[src/rtl/jsdc_pkg.sv]
`default_nettype none
package jsdc_pkg;

   localparam int COUNT_BITS_DEF = 24;

   localparam logic [7:0] MK_FILL  = 8'hff;
   localparam logic [7:0] MK_SOI   = 8'hd8;
   localparam logic [7:0] MK_EOI   = 8'hd9;
   localparam logic [7:0] MK_SOS   = 8'hda;
   localparam logic [7:0] MK_TEM   = 8'h01;
   localparam logic [7:0] MK_RST_LO = 8'hd0;
   localparam logic [7:0] MK_RST_HI = 8'hd7;
   localparam logic [7:0] MK_SOF_LO = 8'hc0;
   localparam logic [7:0] MK_SOF_HI = 8'hcf;
   localparam logic [7:0] MK_DHT   = 8'hc4;
   localparam logic [7:0] MK_JPG   = 8'hc8;
   localparam logic [7:0] MK_DAC   = 8'hcc;

   localparam logic [23:0] MAX_BYTES_RST = 24'd2097152;

   typedef enum logic [3:0] {
      PH_SOI0    = 4'd0,
      PH_SOI1    = 4'd1,
      PH_EXPECT  = 4'd2,
      PH_FILL    = 4'd3,
      PH_LENHI   = 4'd4,
      PH_LENLO   = 4'd5,
      PH_SOFHI   = 4'd6,
      PH_SOFLO   = 4'd7,
      PH_SKIP    = 4'd8,
      PH_SOFBODY = 4'd9,
      PH_DONE    = 4'd10
   } phase_type;

   typedef enum logic [1:0] {
      ERR_NONE  = 2'd0,
      ERR_FRAME = 2'd2,
      ERR_SEG   = 2'd3
   } err_type;

   typedef enum logic [2:0] {
      ST_MATCH = 3'd0,
      ST_DIM   = 3'd1,
      ST_FRAME = 3'd2,
      ST_SEG   = 3'd3,
      ST_NOHDR = 3'd4
   } status_type;

   typedef enum logic [1:0] {
      CSR_WIDTH     = 2'd0,
      CSR_HEIGHT    = 2'd1,
      CSR_MAX_BYTES = 2'd2
   } csr_index_type;

   typedef struct packed {
      logic [7:0] data_byte;
      logic       last_byte;
   } req_type;

   typedef struct packed {
      logic        matched;
      logic [2:0]  status;
      logic [15:0] found_width;
      logic [15:0] found_height;
   } rsp_type;

   typedef struct packed {
      logic [15:0] expected_width;
      logic [15:0] expected_height;
      logic [23:0] max_image_bytes;
   } cfg_type;

endpackage
`default_nettype wire

[src/rtl/jsdc_parser.sv]
`default_nettype none
module jsdc_parser #(
   parameter int COUNT_BITS = jsdc_pkg::COUNT_BITS_DEF
) (
   input  wire logic              clock,
   input  wire logic              reset,
   input  wire logic              in_fire,
   input  wire jsdc_pkg::req_type req,
   input  wire jsdc_pkg::cfg_type cfg,
   output jsdc_pkg::rsp_type      result
);

   localparam int EW = ((COUNT_BITS > 16) ? COUNT_BITS : 16) + 1;
   localparam int SW = (COUNT_BITS > 24) ? COUNT_BITS : 24;
   localparam logic [COUNT_BITS-1:0] CMAX = {COUNT_BITS{1'b1}};
   localparam logic [EW-1:0] CMAX_E = EW'(CMAX);

   logic [COUNT_BITS-1:0] cnt_ff, cnt_in, cnt_plus;
   logic [COUNT_BITS-1:0] msp_ff, msp_in;
   logic [COUNT_BITS:0]   send_ff, send_in;
   logic [15:0]           slen_ff, slen_in;
   logic [2:0]            spos_ff, spos_in;
   logic [15:0]           hh_ff, hh_in, hw_ff, hw_in;
   logic                  hseen_ff, hseen_in;
   logic [7:0]            prev_ff, prev_in;
   jsdc_pkg::phase_type   ph_ff, ph_in;
   jsdc_pkg::err_type     err_ff, err_in;

   logic [7:0]            d;
   logic                  sat;
   logic [15:0]           len_full;
   logic [EW-1:0]         seg_end;
   logic [COUNT_BITS+1:0] msp_plus3;
   logic                  frame_bad;
   logic                  no_hdr;
   logic                  hdr_ok;
   logic                  dims_eq;
   jsdc_pkg::status_type  st;

   function automatic logic is_sof(input logic [7:0] m);
      is_sof = (m >= jsdc_pkg::MK_SOF_LO) && (m <= jsdc_pkg::MK_SOF_HI) &&
               (m != jsdc_pkg::MK_DHT) && (m != jsdc_pkg::MK_JPG) &&
               (m != jsdc_pkg::MK_DAC);
   endfunction

   assign d        = req.data_byte;
   assign sat      = (cnt_ff == CMAX);
   assign cnt_plus = cnt_ff + 1'b1;
   assign len_full = {slen_ff[15:8], d};
   assign seg_end  = EW'(cnt_ff) - EW'(1) + EW'(len_full);

   always_comb begin
      cnt_in   = sat ? cnt_ff : cnt_plus;
      msp_in   = msp_ff;
      send_in  = send_ff;
      slen_in  = slen_ff;
      spos_in  = spos_ff;
      hh_in    = hh_ff;
      hw_in    = hw_ff;
      hseen_in = hseen_ff;
      prev_in  = d;
      ph_in    = ph_ff;
      err_in   = sat ? jsdc_pkg::ERR_FRAME : err_ff;
      if (err_in != jsdc_pkg::ERR_FRAME) begin
         unique case (ph_ff) inside
            jsdc_pkg::PH_SOI0: begin
               if (d != jsdc_pkg::MK_FILL) err_in = jsdc_pkg::ERR_FRAME;
               ph_in = jsdc_pkg::PH_SOI1;
            end
            jsdc_pkg::PH_SOI1: begin
               if (d != jsdc_pkg::MK_SOI) err_in = jsdc_pkg::ERR_FRAME;
               msp_in = cnt_plus;
               ph_in  = jsdc_pkg::PH_EXPECT;
            end
            jsdc_pkg::PH_EXPECT: begin
               if (d != jsdc_pkg::MK_FILL) begin
                  if (err_in == jsdc_pkg::ERR_NONE) err_in = jsdc_pkg::ERR_SEG;
                  ph_in = jsdc_pkg::PH_DONE;
               end else begin
                  ph_in = jsdc_pkg::PH_FILL;
               end
            end
            jsdc_pkg::PH_FILL: begin
               if (d == jsdc_pkg::MK_FILL) begin
                  ph_in = jsdc_pkg::PH_FILL;
               end else if (d == jsdc_pkg::MK_EOI || d == jsdc_pkg::MK_SOS) begin
                  if (err_in == jsdc_pkg::ERR_NONE) err_in = jsdc_pkg::ERR_SEG;
                  ph_in = jsdc_pkg::PH_DONE;
               end else if (d == jsdc_pkg::MK_TEM ||
                            (d >= jsdc_pkg::MK_RST_LO && d <= jsdc_pkg::MK_RST_HI)) begin
                  msp_in = cnt_plus;
                  ph_in  = jsdc_pkg::PH_EXPECT;
               end else begin
                  ph_in = is_sof(d) ? jsdc_pkg::PH_SOFHI : jsdc_pkg::PH_LENHI;
               end
            end
            jsdc_pkg::PH_LENHI, jsdc_pkg::PH_SOFHI: begin
               slen_in = {d, 8'h00};
               ph_in   = (ph_ff == jsdc_pkg::PH_SOFHI) ? jsdc_pkg::PH_SOFLO
                                                       : jsdc_pkg::PH_LENLO;
            end
            jsdc_pkg::PH_LENLO, jsdc_pkg::PH_SOFLO: begin
               slen_in = len_full;
               if (len_full < 16'd2) begin
                  if (err_in == jsdc_pkg::ERR_NONE) err_in = jsdc_pkg::ERR_SEG;
                  ph_in = jsdc_pkg::PH_DONE;
               end else begin
                  send_in = (seg_end > CMAX_E) ? {1'b1, {COUNT_BITS{1'b0}}}
                                               : seg_end[COUNT_BITS:0];
                  if (ph_ff == jsdc_pkg::PH_SOFLO) begin
                     if (len_full < 16'd8) begin
                        if (err_in == jsdc_pkg::ERR_NONE) err_in = jsdc_pkg::ERR_SEG;
                        ph_in = jsdc_pkg::PH_DONE;
                     end else begin
                        hseen_in = 1'b1;
                        spos_in  = '0;
                        ph_in    = jsdc_pkg::PH_SOFBODY;
                     end
                  end else if (len_full == 16'd2) begin
                     msp_in = cnt_plus;
                     ph_in  = jsdc_pkg::PH_EXPECT;
                  end else begin
                     ph_in = jsdc_pkg::PH_SKIP;
                  end
               end
            end
            jsdc_pkg::PH_SKIP: begin
               if ({1'b0, cnt_plus} == send_ff) begin
                  msp_in = cnt_plus;
                  ph_in  = jsdc_pkg::PH_EXPECT;
               end
            end
            jsdc_pkg::PH_SOFBODY: begin
               case (spos_ff)
                  3'd1:    hh_in = {d, 8'h00};
                  3'd2:    hh_in = {hh_ff[15:8], d};
                  3'd3:    hw_in = {d, 8'h00};
                  3'd4: begin
                     hw_in = {hw_ff[15:8], d};
                     ph_in = jsdc_pkg::PH_DONE;
                  end
                  default: hh_in = hh_ff;
               endcase
               spos_in = spos_ff + 3'd1;
            end
            default: ph_in = ph_ff;
         endcase
      end
   end

   // Verdict on the final byte, taken from the updated state
   assign msp_plus3 = {2'b00, msp_in} + (COUNT_BITS+2)'(3);
   assign frame_bad = (err_in == jsdc_pkg::ERR_FRAME) || (cnt_in < COUNT_BITS'(4)) ||
                      (SW'(cnt_in) > SW'(cfg.max_image_bytes)) ||
                      (prev_ff != jsdc_pkg::MK_FILL) || (d != jsdc_pkg::MK_EOI);
   assign no_hdr    = msp_plus3 >= {2'b00, cnt_in};
   assign hdr_ok    = hseen_in && (ph_in == jsdc_pkg::PH_DONE) &&
                      (send_in <= {1'b0, cnt_in});
   assign dims_eq   = (hw_in == cfg.expected_width) && (hh_in == cfg.expected_height);

   always_comb begin
      if (frame_bad)                     st = jsdc_pkg::ST_FRAME;
      else if (no_hdr)                   st = jsdc_pkg::ST_NOHDR;
      else if (err_in == jsdc_pkg::ERR_SEG) st = jsdc_pkg::ST_SEG;
      else if (hdr_ok)                   st = dims_eq ? jsdc_pkg::ST_MATCH : jsdc_pkg::ST_DIM;
      else                               st = jsdc_pkg::ST_SEG;
      result.matched      = (st == jsdc_pkg::ST_MATCH);
      result.status       = st;
      result.found_width  = (st == jsdc_pkg::ST_MATCH || st == jsdc_pkg::ST_DIM) ? hw_in : '0;
      result.found_height = (st == jsdc_pkg::ST_MATCH || st == jsdc_pkg::ST_DIM) ? hh_in : '0;
   end

   always_ff @(posedge clock) begin
      if (reset || (in_fire && req.last_byte)) begin
         cnt_ff   <= '0;
         msp_ff   <= '0;
         send_ff  <= '0;
         slen_ff  <= '0;
         spos_ff  <= '0;
         hh_ff    <= '0;
         hw_ff    <= '0;
         hseen_ff <= 1'b0;
         prev_ff  <= '0;
         ph_ff    <= jsdc_pkg::PH_SOI0;
         err_ff   <= jsdc_pkg::ERR_NONE;
      end else if (in_fire) begin
         cnt_ff   <= cnt_in;
         msp_ff   <= msp_in;
         send_ff  <= send_in;
         slen_ff  <= slen_in;
         spos_ff  <= spos_in;
         hh_ff    <= hh_in;
         hw_ff    <= hw_in;
         hseen_ff <= hseen_in;
         prev_ff  <= prev_in;
         ph_ff    <= ph_in;
         err_ff   <= err_in;
      end
   end

endmodule
`default_nettype wire

[config.mk]
export PLATFORM = sky130hd
export DESIGN_NAME = jsdc_parser
export DESIGN_NICKNAME = d
export VERILOG_FILES = /design/src/rtl/jsdc_pkg.sv /design/src/rtl/jsdc_parser.sv
export SDC_FILE = /design/constraint.sdc
export NUM_CORES = 1
export LEC_CHECK = 0
export BUFFER_PORTS_ARGS = -buffer_cell sky130_fd_sc_hd__buf_2
export CORE_ASPECT_RATIO = 1.75
export CORE_MARGIN = 2
export CORE_UTILIZATION = 45
export DETAILED_ROUTE_END_ITERATION = 16
export GPL_ROUTABILITY_DRIVEN = 0
export PLACE_DENSITY = 0.61
export SYNTH_ARGS = -nofsm -noshare
export SYNTH_HDL_FRONTEND = slang
export SYNTH_SLANG_ARGS = --single-unit
export TNS_END_PERCENT = 5
[constraint.sdc]
create_clock -name clock -period 8.7 [get_ports clock]
set_clock_uncertainty 0.1 [all_clocks]
set_input_delay 1.74 -clock clock [delete_from_list [all_inputs] [get_ports clock]]
set_output_delay 1.74 -clock clock [all_outputs]
set_load 0.01 [all_outputs]
**Word level (Yosys, flattened, before mapping)**

Cells that the tools add are included.

- Flip-flop bits (word level): 131
- Input port bits: 68
- Word-level logic and storage cells: 153

- Multiplexer cells: 63
- Add/sub/neg operators: 5
- Bitwise operators: 1
- Reduce and logical (&&, ||, !) cells: 25
- Eq/ne operators: 37
- Magnitude comparators: 11

Operators with widths:

| operator | count |
|---|---|
| $mux 24 | 9 |
| $mux 25 | 4 |
| $mux 16 | 6 |
| $pmux 16 s2 | 3 |
| $pmux 24 s4 | 1 |
| $ne 8x8->1 const B | 7 |
| $mux 4 | 9 |
| $eq 16x16->1 | 2 |
| $mux 2 | 16 |
| $pmux 4 s8 | 1 |
| $add 24x2->25 const B | 1 |
| $add 25x16->25 | 1 |
| $eq 24x25->1 | 1 |
| $ge 25x24->1 | 1 |
| $gt 25x24->1 const B | 1 |
| $le 25x24->1 | 1 |
| $sub 24x1->25 const B | 1 |
| $add 24x1->24 const B | 1 |
| $eq 24x24->1 const B | 1 |
| $eq 8x8->1 const B | 3 |
| $gt 24x24->1 | 1 |
| $lt 24x3->1 const B | 1 |
| $mux 3 | 6 |
| $eq 16x2->1 const B | 1 |
| other kinds (28) | 63 |

**Logic depth before layout (Yosys ltp)**

Gate-level depths: netlist (run 1).

- Depth after elaboration: 21
- Gate-level depth with buffers: 33
- Mapped depth without buffers: 29

**Worst setup path after synthesis (run 1)**

OpenSTA, ideal clock, no wires.

- Path kind: input to output
- Start: in req[6] (netlist bit)
- End: out result[35] (netlist bit)
- Data arrival time: 7149 ps
- Stages: 28
- Setup slack: -289 ps
- Cell sequence: clkbuf_1 > clkbuf_1 > inv_1 > ha_1 > inv_1 > ha_1 > o21ai_0 > a211oi_1 > nand3_1 > a21oi_1 > nor2_1 > a21oi_1 > a21oi_1 > xnor2_1 > clkbuf_1 > o31ai_1 > ha_1 > a21o_1 > a21o_1 > a21oi_1 > o21ai_0 > a221oi_1 > a21oi_1 > nor2_1 > o211ai_1 > nand4b_1 > or4_1 > a2111oi_2

RTL lines:

| element | RTL line | text |
|---|---|---|
| start, declared | jsdc_parser.sv:8 | `input wire jsdc_pkg::req_type req,` |
| end, declared | jsdc_parser.sv:10 | `output jsdc_pkg::rsp_type result` |

==> reports/summary.txt, run 1 <==
Min-delay worst type: register to register
Clock Root Buffer: clkbuf_16
Dpl cells: 2265
Gr ovfl total: 0
Post-synth EDFFs: 0
PD cells: 127 nW/um^2
Area of the die: 29300 sq um
Worst path slowest cell: or3_1
Critical Path End Type: primary output
Number of remaining DRC errors: 0
Routed wire length: 46200 um
# diodes: 0
Post-route cell area: 15300 sq um
I/O Pins: 104
Synth Area in Adders: 12.6%
Area grow syn2layout: 21.5%
Reg clk slew, reported paths: 0.06 ns
Starting Density: 45.3%
DR vias: 13.5k
# hold bufs at CTS: 0
WHS Path Cells: 2
Hold Violations, Final: 0
Worst-Skew Late Latency: 0.46 ns
Worst R2R Setup Slack: 4.50 ns
Least-Margin Pin Slew: 1.03 ns
Fin crit period: 8.92 ns
Clock sink count: 131
Synth Area in Compound Gates: 21.3%
Total CTS buffers: 17
Max-slew violations: 0
Largest family of logic cells by synthesized area: simple AND/OR/NAND/NOR gates
Vias in the first global route: 13.2k
Row cnt: 81
CP Class: primary input to primary output
Routed Antenna Nets: 0
Post-Syn Nets: 1912
First-pass iteration count of the detailed router: 7
Global-route usage over all layers: 31.5%
Worst r2r path cells: 15
Final Instance Count excl. Fillers: 2299
DIE HEIGHT: 225 um
CTS tree: done
Max Cap Viol: 0
Layout cells sized above 1: 19.2%
WP data required: 6.86 ns
Wire per inst: 20.1 um
Yosys reg bits: 131
PortBufs: 103
Arr. time, crit path: 7.08 ns
Sequential-to-total area share from yosys stat: 20.9%
Initial antenna violation count: 0
Synth warn: 0
Unrepaired setup endpoints after global routing: true
First-pass GRT wire length: 69900 um
Critical Path Max Stage Delay: 0.37 ns
Dpl cell area: 14500 sq um
Setup ws final: -0.222 ns
Syn Area/Cell: 7.32 sq um
Nets: 2108
Htree depth: 4
HP Start: hseen_ff
Crit path max fanout: 32
Hold slack final: 0.383 ns
Setup-failing EPs final: 34
Die X: 130 um
Cell area after synthesis: 12600 sq um
Mux contribution to synthesized area: 1.55%
Worst R2R End: msp_ff[11]
Starting DRT DRC Count: 689
Worst hold endpoint: hseen_ff
Max clock buf depth: 2
Asr flop ratio synth: 0%
Area share of and/or/nand/nor cells after synthesis: 25.0%
Core area: 27800 sq um
Achievable Freq: 112 MHz
Startpoint Class: primary input
CP top delay family: simple AND/OR/NAND/NOR gates
Post-DR vias/cell: 5.86
Pin count of the biggest net entering global routing: 84
Post-synthesis instance total: 1718
WP buf/inv: 8
Primary FF master, synth: dfxtp_1
Slew headroom: 31.1%
Leak pwr: 6.65 nW
Synth cell types: 81
Final period utilization: 103%
Worst r2r src: cnt_ff[1]
DP Wirelength: 36700 um
Failing checks: setup timing
XOR/XNOR Fraction of Synth Area: 11.2%
Status: finished with violations
Peak supply drop: 0.146 mV
## metal layers
layer  track usage [%]  vias up  part of all wire (%)
met4              28.1        0                    10
met5                 0        -                     0
met1              29.1     6333                    33
li1                  -     6468                     -
met2              58.1      474                    52
met3              4.68      194                   4.4
## report_power, final
group          switching, mW  internal (mW)
Clock                  0.296          0.417
Combinational          0.339          0.254
Sequential            0.0170          0.614
Total                  0.652           1.29
## cells in the final DEF, fill, tap and decap left out, types with 13 or more instances in the layout
cell type and n:
nor3_1 43, a32oi_1 13, and3_1 22, nand3_1 57, xor2_1 43, nor4_1 22, mux2i_1 18, a31oi_1 16
and2_1 14, o21ai_0 47, nand2_1 106, dfxtp_1 131, nand4_1 30, buf_2 103, a211oi_1 39, buf_4 171
a22oi_1 63, nor2_1 268, nand2b_1 13, a21oi_1 84, inv_1 136, nor2b_1 16, o21a_1 16, xnor2_1 109
clkbuf_16 17, a21o_1 21, ha_1 123
## stage by stage
step	setup slack [ns]	power (mW)	setup TNS [ns]	utilization (%)
2_1_floorplan	-0.0122	0.980	-0.0661	-
3_3_place_gp	-0.652	1.19	-17.53	52.2
3_5_place_dp	-0.779	1.20	-21.74	52.2
4_1_cts	-0.215	1.93	-6.69	54.8
5_1_grt	-0.487	2.02	-16.01	55.0
6_report	-0.222	1.94	-7.00	55.0
## worst max-delay path by stage
stage	depth (start not counted)	startpoint	slack [ns]	to
detailed placement	28	req[8]	-0.78	result[35]
global route	31	req[7]	-0.49	result[16]
finish	30	req[3]	-0.22	result[15]
global placement	28	req[8]	-0.65	result[35]
CTS	36	req[2]	-0.21	result[15]
floorplan	30	req[6]	-0.01	result[18]
## kinds of logic after synthesis
kind of cell / after synthesis
AOI/OAI and AO/OA: 394
DFF: 131
muxes: 19
buffers and inverters: 236
xor gates and xnor gates: 156
and+or+nand+nor: 656
adders and majority gates: 126
## flip-flops by register name, indices dropped and copies added (netlist names)
name      flops
cnt_ff       24
err_ff        2
hh_ff        16
hseen_ff      1
hw_ff        16
msp_ff       24
ph_ff         4
prev_ff       8
send_ff      25
slen_ff       8
spos_ff       3
## synthesized netlist by cell type (4+ instances only)
| cell | n | area, sq um |
|---|---|---|
| nor2_1 | 270 | 1010 |
| inv_1 | 136 | 510 |
| dfxtp_1 | 131 | 2620 |
| ha_1 | 125 | 1560 |
| xnor2_1 | 110 | 963 |
| nand2_1 | 108 | 405 |
| a21oi_1 | 93 | 465 |
| clkbuf_1 | 69 | 259 |
| a22oi_1 | 63 | 473 |
| nand3_1 | 58 | 290 |
| o21ai_0 | 55 | 275 |
| nor3_1 | 46 | 230 |
| xor2_1 | 43 | 377 |
| a211oi_1 | 41 | 308 |
| nand4_1 | 30 | 188 |
| nor4_1 | 28 | 175 |
| and3_1 | 23 | 144 |
| a21o_1 | 22 | 165 |
| mux2i_1 | 18 | 180 |
| buf_2 | 17 | 85.1 |
| nor2b_1 | 17 | 106 |
| a31oi_1 | 16 | 100 |
| o21a_1 | 16 | 120 |
| and2_1 | 14 | 87.6 |
| o31ai_1 | 14 | 105 |
| a32oi_1 | 13 | 114 |
| nand2b_1 | 13 | 81.3 |
| a22o_1 | 12 | 105 |
| or3_1 | 9 | 56.3 |
| and4_1 | 7 | 61.3 |
| buf_1 | 6 | 22.5 |
| or2_2 | 6 | 37.5 |
| or4_1 | 6 | 45.0 |
| a2111oi_0 | 4 | 35.0 |
| buf_4 | 4 | 30.0 |
| o211ai_1 | 4 | 30.0 |
## final cells by class
cell class | instances | area [sq um]
clock buffer | 21 | 480
multi-input combinational | 1351 | 9270
tap | 373 | 467
sequential | 131 | 2620
fill | 2723 | 12500
timing repair buffer | 276 | 1840
clock inverter | 10 | 82.6
inverter | 137 | 514
## worst reg2reg max path, cell delays in order (launching register included)
cell and delay (ns):
dfxtp_1 0.35, ha_1 0.23, and4_1 0.36, nand4_4 0.13, buf_4 0.19, or4_1 0.38, o21ai_0 0.13, nor4_1 0.09
and3_2 0.26, and4_4 0.22, o21ai_4 0.34, buf_4 0.25, buf_4 0.42, or2_2 0.37, nor2_1 0.08, a211oi_1 0.22
## timing repair
action	CTS	global route
setup endpoints to repair	36	36
hold endpoints to repair	0	0
buffers inserted	3	0
resized for setup	37	13
pin swaps	13	8
No activity file was read; power rests on OpenSTA's default activity.
==> run 2, diff against run 1 <==
--- a/config.mk
+++ b/config.mk
@@ -8,10 +8,10 @@
 export BUFFER_PORTS_ARGS = -buffer_cell sky130_fd_sc_hd__buf_2
 export CORE_ASPECT_RATIO = 1.75
 export CORE_MARGIN = 2
-export CORE_UTILIZATION = 45
+export CORE_UTILIZATION = 30
 export DETAILED_ROUTE_END_ITERATION = 16
 export GPL_ROUTABILITY_DRIVEN = 0
-export PLACE_DENSITY = 0.61
+export PLACE_DENSITY = 0.43
 export SYNTH_ARGS = -nofsm -noshare
 export SYNTH_HDL_FRONTEND = slang
 export SYNTH_SLANG_ARGS = --single-unit
==> run 2 against run 1 <==
Net effect:
- the run still ends with setup timing left
- global-route usage decreased by 7.3 points
- power increased by 7.9%
- via count decreased by 0.27%
- critical path depth unchanged
- hold slack got worse by 0.0038 ns
- utilization decreased by 15 points
- largest cell class unchanged
- sequential share of layout area decreased by 1.4 points
- first-iteration DRC count decreased by 3.5%
- combinational power increased by 15%
- highest routed layer unchanged
==> reports/summary.txt, run 2 (synthesized netlist as in run 1, its figures left out) <==
Clk network pwr share: 37.2%
Unrepaired setup endpoints after global routing: true
Met3 Usage GRT: 1.85%
# hold bufs at CTS: 0
Fill count: 4335
Die X: 159 um
Min-delay worst type: register to register
Pin count of the biggest net entering global routing: 86
Initial antenna violation count: 0
Leak pwr: 7.10 nW
PortBufs: 103
Clock Root Buffer: clkbuf_16
Core area: 41500 sq um
Max Cap Viol: 0
Clock sink count: 131
CP Class: primary input to primary output
Gr ovfl total: 0
Area grow syn2layout: 32.3%
Commonest non-fill, non-tap cell in the layout: nor2_1
DP Wirelength: 42300 um
Layout cells sized above 1: 26.2%
First-pass iteration count of the detailed router: 5
Final period utilization: 103%
GRT Max-Usage Layer: met2
Sw frac: 35.4%
Sequential power share: 30.2%
Comb pwr share: 32.6%
Critical Path Max Stage Delay: 0.46 ns
WP data required: 6.86 ns
Post-place setup slack: -1.31 ns
Hold Violations, Final: 0
Commonest cells after routing, fill and taps aside: nor2_1 (242), buf_4 (223), dfxtp_1 (127)
Max reg flops: 25
Crit path max fanout: 4
Max-slew violations: 0
Htree depth: 4
First-pass GRT wire length: 80000 um
DR vias: 13.4k
Reg clk slew, reported paths: 0.08 ns
Setup-failing EPs final: 34
P_int: 1.35 mW
Number of remaining DRC errors: 0
Area of the die: 43600 sq um
# diodes: 0
Least-Margin Pin Slew: 1.07 ns
Startpoint Class: primary input
Vias in the first global route: 13.5k
Max clock buf depth: 2
Achievable Freq: 111 MHz
Peak supply drop: 0.136 mV
Met2 Use GR: 49.6%
Starting Density: 30.3%
Starting DRT DRC Count: 665
Slew headroom: 28.4%
Biggest regs: send_ff x25, cnt_ff x24, msp_ff x24
Nets: 2171
Fin crit period: 8.98 ns
Worst path slowest cell: or4_4
Global-route usage over all layers: 24.2%
Hold slack final: 0.379 ns
Failing checks: setup timing
PD cells: 126 nW/um^2
Total CTS buffers: 17
Final core occ: 40.1%
Wire per inst: 21.1 um
Largest Register: send_ff
Arr. time, crit path: 7.14 ns
I/O Pins: 104
Post-DR vias/cell: 5.28
Worst-Skew Late Latency: 0.46 ns
DIE HEIGHT: 275 um
Overall Power: 2.09 mW
Status: finished with violations
Setup ws final: -0.282 ns
Routed Antenna Nets: 0
Routed wire length: 53800 um
Critical Path End Type: primary output
Net Sw Power: 0.741 mW
CTS tree: done
GR Util met1: 22.8%
Row cnt: 99
[run 2: layout make-up]
type / count / area [sq um] / area share (%)
Sequential cell: 131 / 2630 / 15.8
Clock inverter: 15 / 174 / 1.05
Multi-Input combinational cell: 1351 / 9730 / 58.5
Inverter: 137 / 522 / 3.14
Clock buffer: 17 / 425 / 2.56
Tap cell: 555 / 694 / 4.18
Timing Repair Buffer: 339 / 2450 / 14.7
[run 2: worst paths after layout]
check	startpoint	endpoint	slack, ns	depth (start not counted)
hold reg to reg	hseen_ff	hseen_ff	0.38	2
setup reg to reg	cnt_ff[8]	send_ff[19]	4.63	20
setup / recovery	req[2]	result[35]	-0.28	30
hold / removal	hseen_ff	hseen_ff	0.38	2
[run 2: power groups by stage]
stage                     combinational (mW)  clock (mW)  sequential, mW
final                                  0.682       0.777           0.632
after global routing                   0.741       0.810           0.635
after CTS                              0.636       0.792           0.631
after detailed placement               0.587           0           0.645
after global placement                 0.585           0           0.645
after floorplan                        0.344           0           0.636
[run 2: timing repair]
action	in CTS	in global routing
cloned	2	2
setup endpoints to repair	36	36
resized for setup	83	98
pin swaps	56	62
buffers inserted	19	15
[run 2: through the flow]
step | std cells | TNS (ns) | area [sq um]
6_report | 2545 | -8.21 | 16600
2_1_floorplan | 1718 | -0.0661 | 12600
3_3_place_gp | 2477 | -33.10 | 14900
5_1_grt | 2545 | -16.10 | 16600
4_1_cts | 2529 | -11.01 | 16000
3_5_place_dp | 2477 | -38.05 | 14900
[run 2: layer usage]
layer / wire, um / vias to the layer above
li1: - / 6585
met1: 18700 / 6381
met2: 30100 / 333
met3: 1200 / 133
met4: 3830 / 0
met5: 0 / -
[run 2: critical path, delay by kind of cell]
kind            cells  cell delay, ns
fa+ha+maj           3            0.67
buf+inv             7            0.73
simple gates        8            1.56
compound gates     11            2.24
xor+xnor            1            0.17
==> run 3, diff against run 2 <==
--- a/config.mk
+++ b/config.mk
@@ -5,13 +5,15 @@
 export SDC_FILE = /design/constraint.sdc
 export NUM_CORES = 1
 export LEC_CHECK = 0
+export ABC_AREA = 1
 export BUFFER_PORTS_ARGS = -buffer_cell sky130_fd_sc_hd__buf_2
 export CORE_ASPECT_RATIO = 1.75
 export CORE_MARGIN = 2
-export CORE_UTILIZATION = 30
+export CORE_UTILIZATION = 37
 export DETAILED_ROUTE_END_ITERATION = 16
 export GPL_ROUTABILITY_DRIVEN = 0
-export PLACE_DENSITY = 0.43
+export PLACE_DENSITY = 0.52
+export RECOVER_POWER = 50
 export SYNTH_ARGS = -nofsm -noshare
 export SYNTH_HDL_FRONTEND = slang
 export SYNTH_SLANG_ARGS = --single-unit
==> run 3 against run 2 <==
Net effect:
- the run ends with capacitance limit, slew limit left
- first-iteration DRC count up 11%
- sequential share of layout area up 2.3 points
- clock power down 6.6%
- critical path depth up 7
- hold slack worse by 0.018 ns
- final cell count up 0.24%
- count of clock-buffer cells in the layout up 1
- largest power group unchanged
==> reports/summary.txt, run 3 <==
Status: finished with violations
Failing checks: capacitance limit, slew limit
Biggest regs: send_ff x25, cnt_ff x24, msp_ff x24
Asr flop ratio synth: 0%
CTS tree: done
Worst path most repeated cell: nand2_1
Total CTS buffers: 17
DP Wirelength: 40000 um
Primary FF master, synth: dfxtp_1
Clock sink count: 131
Wire per inst: 19.5 um
Starting Density: 37.7%
Post-DR vias/cell: 5.30
Worst path slowest cell: fa_2
Starting DRT DRC Count: 741
Synth cell count leaders: nand2_1 (392), inv_1 (375), nor2_1 (183)
Startpoint Class: primary input
Yosys reg bits: 131
Syn Area/Cell: 6.19 sq um
Overall Power: 2.08 mW
P_int: 1.28 mW
Least-Margin Pin Slew: 3.41 ns
Initial antenna violation count: 0
Synth warn: 0
Final period utilization: 96.9%
Nets: 2327
Layout cells sized above 1: 14.7%
Number of remaining DRC errors: 0
Area grow syn2layout: 16.3%
Post-Syn Nets: 2206
Core area: 33000 sq um
Critical Path End Type: primary output
Sequential-to-total area share from yosys stat: 21.1%
Gr ovfl total: 0
Max-slew violations: 192
I/O Pins: 104
Area of the die: 35200 sq um
Net Sw Power: 0.791 mW
Peak supply drop: 0.157 mV
Count leader, synth: nand2_1
Sw frac: 38.1%
WP data required: 6.86 ns
Synth top area cells: dfxtp_1 (21%), ha_1 (13%), nand2_1 (12%)
First-pass GRT wire length: 74000 um
Fin crit period: 8.43 ns
DR vias: 13.5k
Reg clk slew, reported paths: 0.06 ns
Synth area leader: dfxtp_1
Pin count of the biggest net entering global routing: 95
Critical Path Max Stage Delay: 0.41 ns
Row cnt: 88
Die X: 143 um
CP Class: primary input to primary output
Comb pwr share: 33.4%
Post-synthesis instance total: 2012
Crit path max fanout: 8
First-pass iteration count of the detailed router: 5
Worst R2R Setup Slack: 4.95 ns
Routed wire length: 49800 um
Leak pwr: 7.55 nW
Worst-Skew Late Latency: 0.45 ns
Max clock buf depth: 2
Clk network pwr share: 35.0%
Setup-failing EPs final: 0
WP buf/inv: 7
Clock Root Buffer: clkbuf_16
Hold Violations, Final: 0
DIE HEIGHT: 247 um
Min-delay worst type: register to register
Cell area after synthesis: 12500 sq um
Post-synth EDFFs: 0
Max reg flops: 25
Commonest cells after routing, fill and taps aside: nand2_1 (385), inv_1 (371), nor2_1 (181)
Commonest non-fill, non-tap cell in the layout: nand2_1
Sequential power share: 31.6%
Post-synth top area share: 21.1%
Htree depth: 4
Achievable Freq: 119 MHz
Global-route usage over all layers: 28.3%
Max Cap Viol: 3
Largest Register: send_ff
CP top delay family: simple AND/OR/NAND/NOR gates
PD cells: 143 nW/um^2
Hold slack final: 0.360 ns
Synth cell types: 54
Vias in the first global route: 13.1k
Slew headroom: -127%
# hold bufs at CTS: 0
Routed Antenna Nets: 0
Arr. time, crit path: 6.59 ns
PortBufs: 103
# diodes: 0
-- run 3: per-stage QoR --
step | setup TNS [ns] | utilization, % | worst slack [ns] | instance area, sq um | instances
floorplan | 0 | - | 0.569 | 12500 | 2012
global placement | -3.28 | 41.0 | -0.120 | 13500 | 2503
detailed placement | -4.48 | 41.0 | -0.162 | 13500 | 2503
CTS | 0 | 42.7 | 0.0109 | 14100 | 2535
global route | -1.49 | 43.9 | -0.0567 | 14500 | 2551
finish | 0 | 43.9 | 0.273 | 14500 | 2551
-- run 3: power groups by stage --
stage	logic (mW)	registers (mW)	clock network, mW
CTS	0.650	0.655	0.736
detailed placement	0.645	0.668	0
finish	0.693	0.656	0.726
floorplan	0.440	0.660	0
global route	0.774	0.659	0.763
global placement	0.642	0.668	0
-- run 3: logic make-up after synthesis --
kind of cell,count (synthesis),synth area share [%]
buffers and inverters,439,13.6
DFF,131,21.1
AOI/OAI and AO/OA,437,19.5
xor gates and xnor gates,60,4.22
adders and majority gates,126,12.7
and+or+nand+nor,819,28.9
-- run 3: what timing repair did --
item                                    4_1_cts  5_1_grt
buffers inserted                              0       12
cloned                                        0        4
pin swaps                                     0       15
resized for setup                             2       55
endpoints found under the setup margin       33       36
-- run 3: path summary, 6_finish.rpt --
kind,start,endpoint,cells past startpoint
hold / removal,prev_ff[0],prev_ff[0],2
setup reg to reg,cnt_ff[0],send_ff[23],25
hold reg to reg,prev_ff[0],prev_ff[0],2
setup / recovery,req[1],result[15],37
-- run 3: layout make-up --
| type | instances | area [sq um] |
|---|---|---|
| clock buffer | 18 | 429 |
| clock inverter | 14 | 143 |
| fill | 3614 | 18500 |
| inverter | 381 | 1440 |
| multi-input combinational | 1442 | 8320 |
| sequential | 131 | 2630 |
| tap | 405 | 507 |
| timing repair buffer | 160 | 1010 |
-- run 3: per-layer routing --
layer / vias up / GRT usage [%] / wire [um]
met3: 183 / 3.00 / 1680
met4: 0 / 22.9 / 4710
met5: - / 0 / 0
met2: 449 / 54.1 / 26700
met1: 6104 / 26.5 / 16700
li1: 6781 / - / -
-- run 3: worst reg2reg max path, cell delays in order, from the launching register on --
cell and delay [ns]:
dfxtp_1 0.38, buf_4 0.21, inv_2 0.13, ha_4 0.18, inv_1 0.06, ha_2 0.17
inv_1 0.06, fa_2 0.41, o21ai_2 0.15, nand2_1 0.08, nand2_2 0.06, a21oi_2 0.06
o21bai_2 0.18, nand2_1 0.09, nand2_2 0.09, nand2_1 0.07, nand2_2 0.09, nand2_1 0.07
nand2_2 0.09, nand2_1 0.06, inv_1 0.08, o21ai_0 0.10, nand3_1 0.20, o21ai_0 0.24
o21ai_0 0.21, inv_1 0.05
